`src/rtl/core/hkt_pkg.sv`:
```
// Shared types and constants for the held key tracker.
`timescale 1ns / 1ps

package hkt_pkg;

    localparam int HKT_CAPACITY = 16;
    localparam int CODE_W       = 16;
    localparam int KBTYPE_W     = 8;
    localparam int DATA_W       = 24;
    localparam int KIND_W       = 2;
    localparam int ADDR_W       = 2;

    localparam logic [KIND_W-1:0] KIND_PRESS   = 2'd0;
    localparam logic [KIND_W-1:0] KIND_RELEASE = 2'd1;
    localparam logic [KIND_W-1:0] KIND_FLUSH   = 2'd2;

    localparam logic [ADDR_W-1:0] ADDR_NONE_CODE = 2'd0;
    localparam logic [CODE_W-1:0] NONE_CODE_RESET = 16'hFFFF;

    typedef struct packed {
        logic [KBTYPE_W-1:0] kb_type;
        logic [CODE_W-1:0]   code;
    } entry_t;

    typedef struct packed {
        logic shift;
        logic load;
    } chain_ctrl_t;

    typedef enum logic [1:0] {
        ST_IDLE,
        ST_RELEASE,
        ST_FLUSH
    } state_t;

endpackage

```
`src/rtl/core/hkt_cell.sv`:
```
// One table slot: holds an entry, shifts from its right neighbor or loads the broadcast entry.
`timescale 1ns / 1ps

module hkt_cell (
    input  logic                aclk,
    input  hkt_pkg::chain_ctrl_t ctrl,
    input  hkt_pkg::entry_t      load_data,
    input  hkt_pkg::entry_t      right_data,
    output hkt_pkg::entry_t      data
);
    import hkt_pkg::*;

    entry_t data_reg;

    always_ff @(posedge aclk) begin
        if (ctrl.load) begin
            data_reg <= load_data;
        end else if (ctrl.shift) begin
            data_reg <= right_data;
        end
    end

    assign data = data_reg;

endmodule

```
`src/rtl/core/hkt_ctrl.sv`:
```
// Sequencer for the cell chain: append, release compaction and flush walk.
`timescale 1ns / 1ps

module hkt_ctrl #(
    parameter int CAPACITY = hkt_pkg::HKT_CAPACITY
) (
    input  logic                        aclk,
    input  logic                        aresetn,
    input  logic                        in_valid,
    output logic                        in_ready,
    input  logic [hkt_pkg::KIND_W-1:0]  in_kind,
    input  hkt_pkg::entry_t             in_entry,
    input  logic [hkt_pkg::CODE_W-1:0]  none_code,
    input  hkt_pkg::entry_t             head,
    input  logic                        out_free,
    output hkt_pkg::chain_ctrl_t        ctrl,
    output logic [$clog2(CAPACITY)-1:0] load_idx,
    output hkt_pkg::entry_t             bcast,
    output logic                        emit,
    output logic                        emit_last
);
    import hkt_pkg::*;

    localparam int IDX_W = $clog2(CAPACITY);
    localparam int CNT_W = $clog2(CAPACITY + 1);

    state_t             state_reg, state_next;
    logic [CNT_W-1:0]   count_reg, count_next;
    logic [CNT_W-1:0]   kept_reg, kept_next;
    logic [IDX_W-1:0]   step_reg, step_next;
    logic [IDX_W-1:0]   ins_reg, ins_next;
    entry_t             key_reg, key_next;

    logic               accept;
    logic               match;
    logic               last_step;
    logic               press_ok;
    logic [CNT_W-1:0]   count_m1;

    assign accept    = in_valid && in_ready;
    assign match     = (head == key_reg);
    assign last_step = ((CNT_W'(step_reg) + CNT_W'(1)) == count_reg);
    assign count_m1  = count_reg - CNT_W'(1);
    assign press_ok  = (in_entry.code != none_code) && (count_reg < CNT_W'(CAPACITY));

    always_comb begin
        state_next = state_reg;
        case (state_reg)
            ST_IDLE: begin
                if (accept && (count_reg != '0)) begin
                    if (in_kind == KIND_RELEASE) begin
                        state_next = ST_RELEASE;
                    end else if (in_kind == KIND_FLUSH) begin
                        state_next = ST_FLUSH;
                    end
                end
            end
            ST_RELEASE: begin
                if (last_step) begin
                    state_next = ST_IDLE;
                end
            end
            ST_FLUSH: begin
                if (out_free && last_step) begin
                    state_next = ST_IDLE;
                end
            end
            default: state_next = ST_IDLE;
        endcase
    end

    always_comb begin
        in_ready   = (state_reg == ST_IDLE);
        ctrl       = '0;
        load_idx   = ins_reg;
        bcast      = head;
        emit       = 1'b0;
        emit_last  = 1'b0;
        case (state_reg)
            ST_IDLE: begin
                bcast    = in_entry;
                load_idx = count_reg[IDX_W-1:0];
                if (accept && (in_kind == KIND_PRESS) && press_ok) begin
                    ctrl.load = 1'b1;
                end
            end
            ST_RELEASE: begin
                // head leaves the chain; survivors re-enter behind the unvisited entries
                ctrl.shift = 1'b1;
                ctrl.load  = !match;
            end
            ST_FLUSH: begin
                if (out_free) begin
                    ctrl.shift = 1'b1;
                    emit       = 1'b1;
                    emit_last  = last_step;
                end
            end
            default: begin
                in_ready = 1'b0;
            end
        endcase
    end

    always_comb begin
        count_next = count_reg;
        kept_next  = kept_reg;
        step_next  = step_reg;
        ins_next   = ins_reg;
        key_next   = key_reg;
        case (state_reg)
            ST_IDLE: begin
                if (accept) begin
                    key_next  = in_entry;
                    step_next = '0;
                    kept_next = '0;
                    ins_next  = count_m1[IDX_W-1:0];
                    if ((in_kind == KIND_PRESS) && press_ok) begin
                        count_next = count_reg + CNT_W'(1);
                    end
                end
            end
            ST_RELEASE: begin
                step_next = step_reg + IDX_W'(1);
                kept_next = kept_reg + CNT_W'(!match);
                if (match) begin
                    ins_next = ins_reg - IDX_W'(1);
                end
                if (last_step) begin
                    count_next = kept_reg + CNT_W'(!match);
                end
            end
            ST_FLUSH: begin
                if (out_free) begin
                    step_next = step_reg + IDX_W'(1);
                    if (last_step) begin
                        count_next = '0;
                    end
                end
            end
            default: ;
        endcase
    end

    always_ff @(posedge aclk) begin
        if (!aresetn) begin
            state_reg <= ST_IDLE;
            count_reg <= '0;
            kept_reg  <= '0;
            step_reg  <= '0;
            ins_reg   <= '0;
        end else begin
            state_reg <= state_next;
            count_reg <= count_next;
            kept_reg  <= kept_next;
            step_reg  <= step_next;
            ins_reg   <= ins_next;
        end
    end

    always_ff @(posedge aclk) begin
        key_reg <= key_next;
    end

endmodule

```
`src/rtl/core/held_key_tracker.sv`:
```
// Top level of the held key tracker: config register, cell chain, sequencer, output register.
// Press and ignored items do not hold the input; a release walks the held entries, one per cycle,
// and no further item is taken until the walk is done.
// A flush emits one result per cycle from the head cell while the output side keeps up,
// the first result loaded into the output register once the flush state is entered; output stalls hold the walk.
// Synchronous active-low reset empties the table, clears the output and sets none_code to FFFF.
`timescale 1ns / 1ps

module held_key_tracker #(
    parameter int CAPACITY = hkt_pkg::HKT_CAPACITY
) (
    input  logic                        aclk,
    input  logic                        aresetn,
    input  logic                        s_tvalid,
    output logic                        s_tready,
    input  logic [hkt_pkg::DATA_W-1:0]  s_tdata,  // [15:0] key_code, [23:16] keyboard_type
    input  logic [hkt_pkg::KIND_W-1:0]  s_tuser,  // [1:0] kind
    output logic                        m_tvalid,
    input  logic                        m_tready,
    output logic [hkt_pkg::DATA_W-1:0]  m_tdata,  // [15:0] release_key_code, [23:16] release_keyboard_type
    output logic                        m_tlast,
    input  logic                        psel,
    input  logic                        penable,
    input  logic                        pwrite,
    input  logic [hkt_pkg::ADDR_W-1:0]  paddr,
    input  logic [31:0]                 pwdata,
    output logic [31:0]                 prdata,
    output logic                        pready
);
    import hkt_pkg::*;

    localparam int IDX_W = $clog2(CAPACITY);

    logic [CODE_W-1:0]  none_code_reg;
    entry_t             cells [CAPACITY];
    entry_t             in_entry;
    entry_t             bcast;
    chain_ctrl_t        ctrl;
    logic [IDX_W-1:0]   load_idx;
    logic               emit;
    logic               emit_last;
    logic               out_free;
    logic               out_valid_reg;
    entry_t             out_data_reg;
    logic               out_last_reg;

    assign pready = 1'b1;
    assign prdata = (paddr == ADDR_NONE_CODE) ? {16'd0, none_code_reg} : 32'd0;

    always_ff @(posedge aclk) begin
        if (!aresetn) begin
            none_code_reg <= NONE_CODE_RESET;
        end else if (psel && penable && pwrite && pready && (paddr == ADDR_NONE_CODE)) begin
            none_code_reg <= pwdata[CODE_W-1:0];
        end
    end

    assign in_entry = entry_t'(s_tdata);
    assign out_free = !out_valid_reg || m_tready;

    hkt_ctrl #(
        .CAPACITY(CAPACITY)
    ) u_ctrl (
        .aclk      (aclk),
        .aresetn   (aresetn),
        .in_valid  (s_tvalid),
        .in_ready  (s_tready),
        .in_kind   (s_tuser),
        .in_entry  (in_entry),
        .none_code (none_code_reg),
        .head      (cells[0]),
        .out_free  (out_free),
        .ctrl      (ctrl),
        .load_idx  (load_idx),
        .bcast     (bcast),
        .emit      (emit),
        .emit_last (emit_last)
    );

    for (genvar i = 0; i < CAPACITY; i++) begin : g_cell
        chain_ctrl_t cell_ctrl;
        entry_t      right;

        assign cell_ctrl = '{shift: ctrl.shift, load: ctrl.load && (load_idx == IDX_W'(i))};
        if (i == CAPACITY - 1) begin : g_tail
            assign right = cells[i];
        end else begin : g_mid
            assign right = cells[i+1];
        end

        hkt_cell u_cell (
            .aclk       (aclk),
            .ctrl       (cell_ctrl),
            .load_data  (bcast),
            .right_data (right),
            .data       (cells[i])
        );
    end

    always_ff @(posedge aclk) begin
        if (!aresetn) begin
            out_valid_reg <= 1'b0;
        end else if (emit) begin
            out_valid_reg <= 1'b1;
        end else if (m_tready) begin
            out_valid_reg <= 1'b0;
        end
    end

    always_ff @(posedge aclk) begin
        if (emit) begin
            out_data_reg <= cells[0];
            out_last_reg <= emit_last;
        end
    end

    assign m_tvalid = out_valid_reg;
    assign m_tdata  = out_data_reg;
    assign m_tlast  = out_last_reg;

endmodule

```
`config.mk`:
```
export PLATFORM = sky130hd
export DESIGN_NAME = held_key_tracker
export DESIGN_NICKNAME = d
export VERILOG_FILES = /design/src/rtl/core/hkt_pkg.sv /design/src/rtl/core/hkt_cell.sv /design/src/rtl/core/hkt_ctrl.sv /design/src/rtl/core/held_key_tracker.sv
export SDC_FILE = /design/constraint.sdc
export NUM_CORES = 1
export LEC_CHECK = 0
export ABC_AREA = 1
export BUFFER_PORTS_ARGS = -buffer_cell sky130_fd_sc_hd__buf_2
export CELL_PAD_IN_SITES_DETAIL_PLACEMENT = 0
export CELL_PAD_IN_SITES_GLOBAL_PLACEMENT = 1
export CORE_UTILIZATION = 40
export CTS_CLUSTER_DIAMETER = 50
export DETAILED_ROUTE_END_ITERATION = 10
export PLACE_DENSITY_LB_ADDON = 0.1
export SLEW_MARGIN = 20
export SYNTH_ARGS = -nofsm -noshare
export SYNTH_HDL_FRONTEND = slang
export SYNTH_SLANG_ARGS = --single-unit
```
`constraint.sdc`:
```
create_clock -name aclk -period 3.7 [get_ports aclk]
set_clock_uncertainty 0.05 [all_clocks]
set_input_delay 0.37 -clock aclk [delete_from_list [all_inputs] [get_ports aclk]]
set_output_delay 0.37 -clock aclk [all_outputs]
set_load 0.005 [all_outputs]
```
; ---- Word level (Yosys, flattened, before mapping)
; Index checks and enable logic that the tools add are counted.
[word_totals]
word_cells = 202
regBits = 470
out_inout_bits = 60
[classes]
n_lt_le_gt_ge = 1
n_eq_ne = 31
n_reduce_logical = 59
muxes = 61
n_addsub = 6
[op_table]
columns = op, count
row1 = $mux W24, 31
row2 = $reduce_bool A2 Y1, 17
row3 = $eq A4 B4 Y1 const B, 8
row4 = $mux W5, 6
row5 = $logic_and A1 B1 Y1, 26
row6 = $eq A24 B24 Y1, 1
row7 = $mux W4, 5
row8 = $eq A4 B3 Y1 const B, 4
row9 = $mux W16, 1
row10 = $ne A16 B16 Y1, 1
row11 = $pmux W5 S3, 1
row12 = $ne A2 B1 Y1 const B, 7
row13 = $pmux W4 S3, 1
row14 = $mux W2, 5
row15 = $pmux W5 S2, 1
row16 = $eq A4 B2 Y1 const B, 2
row17 = $pmux W4 S2, 1
row18 = $sub A4 B1 Y4 const B, 2
row19 = $logic_not A2 Y1, 3
row20 = $mux W1, 6
row21 = $pmux W2 S3, 1
row22 = $reduce_and A2 Y1, 3
row23 = $reduce_and A3 Y1, 2
row24 = $reduce_and A6 Y1, 1
row25 = other kinds (18), 22

; ---- Depth between registers and ports, before layout
[logic_depth]
word_depth = 9
depth_mapped = 17
mapped_depth_nobuf = 17

; ---- Modules after synthesis
; A second synthesis with hierarchy kept.
[hier_totals]
cells_unflattened = 2293
hier_area_um2 = 22225.1
[modules_own_cells]
columns = mod, seq_area_each_um2, area_each_um2, n_inst, cells_per_inst
row1 = hkt_cell, 720.7, 1082.3, 16, 103
row2 = hkt_ctrl, 1121.1, 3115.5, 1, 460
row3 = held_key_tracker, 1091.0, 1793.0, 1, 185

; ---- Worst setup path after synthesis
; Ideal clock, no wire load.
[synth_path]
path_kind = flip-flop to flip-flop
from = register u_ctrl.state_reg[0]
to = register g_cell[15].u_cell.data_reg (netlist bit g_cell[15].u_cell.data[0]) (enable)
required_time_ns = 3.245
path_slack_ns = 0.040
stages_incl_launch_ff = 12
t_arrival_ns = 3.205
setup_ns = 0.405
cell_sequence = dfxtp_1 inv_1 ha_1 buf_6 nand2_1 inv_1 nand3_1 nand2_4 buf_6 buf_2 nand2_1 nor2_1
[synth_lines]
columns = item, line_no
row1 = start: declaration, hkt_ctrl.sv:27  ; state_t state_reg, state_next;
row2 = start signal: assignment, hkt_ctrl.sv:153  ; state_reg <= state_next;
row3 = end signal: assignment, hkt_cell.sv:17  ; data_reg <= load_data;
row4 = end signal: assignment, hkt_cell.sv:19  ; data_reg <= right_data;
row5 = end: declaration, hkt_cell.sv:13  ; entry_t data_reg;

; ---- Worst setup path in the final report
[layout_path]
from = register u_ctrl.state_reg[1]
to = register g_cell[8].u_cell.data_reg (netlist bit g_cell[8].u_cell.data[23]) (enable)
[layout_via]
elab_chain_cells = 9
elab_cells_between_ends = 14
cone_classes = 3 x eq/ne / 5 x mux / 6 x reduce/logical
[layout_lines]
columns = item, line_no
row1 = $logic_not A2 Y1, "hkt_ctrl.sv:73, hkt_ctrl.sv:79"
row2 = $mux W1, hkt_ctrl.sv:79  ; case (state_reg)
row3 = $logic_and A1 B1 Y1, hkt_ctrl.sv:40  ; assign accept = in_valid && in_ready;
row4 = $logic_and A1 B1 Y1 (2 in series), hkt_ctrl.sv:83  ; if (accept && (in_kind == KIND_PRESS) && press_ok) begin
row5 = $mux W1, hkt_ctrl.sv:83
row6 = $pmux W1 S2, hkt_ctrl.sv:79
row7 = $logic_and A1 B1 Y1, held_key_tracker.sv:84  ; assign cell_ctrl = '{shift: ctrl.shift, load: ctrl.load && (load_idx == IDX_W'(i))};
row8 = $reduce_bool A2 Y1 (no line) (*), n/a
row9 = end signal: assignment, hkt_cell.sv:17
row10 = end signal: assignment, hkt_cell.sv:19
row11 = end: declaration, hkt_cell.sv:13
; Every way passes the cells marked *; elsewhere a longest branch is shown, timed or not.
; A chain may end at the register's enable or synchronous reset.

==> results_dict.tcl <==
set metrics [dict create \
    outcome "completed" \
    peakVddDrop_mv 0.5037 \
    worst_slew_pin_slew_ns 0.9977 \
    antenna_found_initial 1 \
    ys_seq_area_share_pct 62.75 \
    setup_violations 0 \
    clk_pin_slew_ns 0.05 \
    dp_hpwl_um 37220 \
    cts_resized 0 \
    grt_max_degree 73 \
    io_buffer_count 93 \
    hold_path.class "input port to flip-flop" \
    clock_latency_ns 0.61 \
    synthCells 2225 \
    wl_per_cell_um 18.95 \
    leakage_uw 0.01078 \
    hp-start "m_tready" \
    grt_overflow 0 \
    placementRows 85 \
    arrival_ns 3.54 \
    layout_min_cycle_time_ns 3.284 \
    drc 0 \
    required_ns 3.96 \
    final_antenna_net_count 0 \
    finalSetupTns_ns 0 \
    max-cap-violations 0 \
    core_mm2 0.05392 \
    start_util_pct 40.61 \
    grt_usage_pct 21.14 \
    drtPass1Iterations 5 \
    rsz0062_at_grt "no" \
    layout_commonest_cell "nand2_1" \
    viasPerCell 5.068 \
    vias 15670 \
    crit_path_start_kind "flip-flop" \
    cts_tree "done" \
    drtIter0Drc 1173 \
    grt_pass1_vias 15340 \
    globalplace.congestion 0.8300 \
    post_cts_buffers 0 \
    die_h_um 236.0 \
    num_io_pins 127 \
    drive_gt1_share_pct 13.40 \
    synth_top_area_share_pct 59.37 \
    cts.sinks 470 \
    die_w_um 236.0 \
    synthTopCellsByArea "edfxtp_1 (59%), nand2_1 (15%), nand3_1 (8.8%), dfxtp_1 (3.4%), buf_2 (1.8%)" \
    synth_top_area_cell "edfxtp_1" \
    cts_hold_buf 40 \
    fin_crit_sh_pct 88.74 \
    timing.rr.start "u_ctrl.state_reg[1]" \
    p_total_uw 19820 \
    startpoint "u_ctrl.state_reg[1]" \
    antenna_cells 0 \
    root_buffer "clkbuf_16" \
    slew_headroom_pct 33.04 \
    netlist_area_mm2 0.02190 \
    final_hold_viol_count 0 \
    largest_reg_flops 384 \
    max_freq_ghz 0.3045 \
    avgSynthCellArea_um2 9.843 \
    ys_types 34 \
    die-area_mm2 0.05569 \
    slew_violations 0 \
    cts_buffers 58 \
    grt_pass1_wl_um 90960 \
    cts_htree_levels 2 \
    dp_cells 2945 \
    area_growth_syn_to_layout_pct 15.60 \
    finalNetCount 2426 \
    crit_fanout 25 \
    endpoint_kind "flip-flop" \
    totalWireLength_um 58590 \
    layout_common_cells "nand2_1 (903), edfxtp_1 (433), nand3_1 (386)" \
    post_layout_nonfiller_instances 3091 \
    power_density_mw_per_mm2 782.8 \
    cts_buffer_depth 3 \
    yosysWarnings 0 \
    synth-seq-cells 470 \
    path_class "flip-flop to flip-flop" \
]
-- layout make-up --
| cell class | instances | area (um^2) |
|---|---|---|
| Fill cell | 5074 | 28600 |
| Sequential cell | 470 | 13740 |
| Multi-Input combinational cell | 1539 | 7044 |
| Clock buffer | 72 | 1535 |
| Timing Repair Buffer | 210 | 1469 |
| Tap cell | 696 | 870.8 |
| Clock inverter | 34 | 391.6 |
| Inverter | 70 | 262.8 |
-- synth_stat cells (all sizes together) --
cell	number
nand2	925
edfxtp	433
o21ai	36
clkbuf	33
a41oi	1
conb	2
a21oi	24
xor2	22
dfxtp	37
nand3b	1
a32oi	1
nand4	5
o211ai	16
buf	128
xnor2	7
ha	10
nor3	3
nor2	84
nand3	387
inv	70
-- per-stage QoR --
stage | worst slack (ns) | utilization [%] | hold slack (ns) | instance area (um^2)
floorplan | 0.04034 | - | 0.3942 | 21960
global placement | 0.3909 | 42.64 | 0.4066 | 22990
detailed placement | 0.3671 | 42.64 | 0.4178 | 22990
CTS | 0.3586 | 46.95 | 0.007280 | 25320
global route | 0.1233 | 46.95 | 0.06202 | 25320
finish | 0.4164 | 46.95 | 0.04410 | 25320
-- power breakdown --
group | switching (uW) | total, uW | leakage [uW] | internal, uW
Clock | 2290 | 5790 | 0.000942 | 3500
Sequential | 348 | 7520 | 0.00424 | 7170
Combinational | 5030 | 6510 | 0.00559 | 1480
Total | 7680 | 19800 | 0.0108 | 12100
-- metal layers --
metal  up-vias  global-route usage [%]  part of all wire [%]
met5         -                       0                     0
met4         0                   7.368                   2.9
met3       102                   2.528                   4.4
met2       356                   35.34                    48
met1      7512                   28.36                    45
li1       7695                       -                     -
-- kinds of logic (layout without fill, tap and decap cells) --
logic type | Yosys count | after routing | share of synthesized area, %
AND/OR/NAND/NOR | 1405 | 1405 | 27.77
buffers and inverters | 231 | 386 | 5.656
adder cells (fa/ha/maj) | 10 | 10 | 0.5713
flip-flops | 470 | 470 | 62.75
other | 2 | 17 | 0.03429
AO/OA/AOI/OAI | 78 | 78 | 2.051
XOR/XNOR | 29 | 29 | 1.160
-- path summary, 6_finish.rpt --
path	to	slack [ns]	depth (start not counted)
setup / recovery	g_cell[8].u_cell.data[23]	0.42	12
hold / removal	m_tvalid	0.04	4
setup reg to reg	g_cell[8].u_cell.data[23]	0.42	12
hold reg to reg	u_ctrl.kept_reg[0]	0.42	2
-- critical path, cell delays in order (launching register included) --
cell and delay, ns:
dfxtp_1 0.33, inv_1 0.10, ha_1 0.25, buf_4 0.30, inv_2 0.06, nor2_2 0.17
nor2_4 0.09, inv_2 0.07, nand2_1 0.21, nor2_4 0.62, nand2_4 0.32, nand2_1 0.17
buf_4 0.23
(Power assumes the default switching activity.)
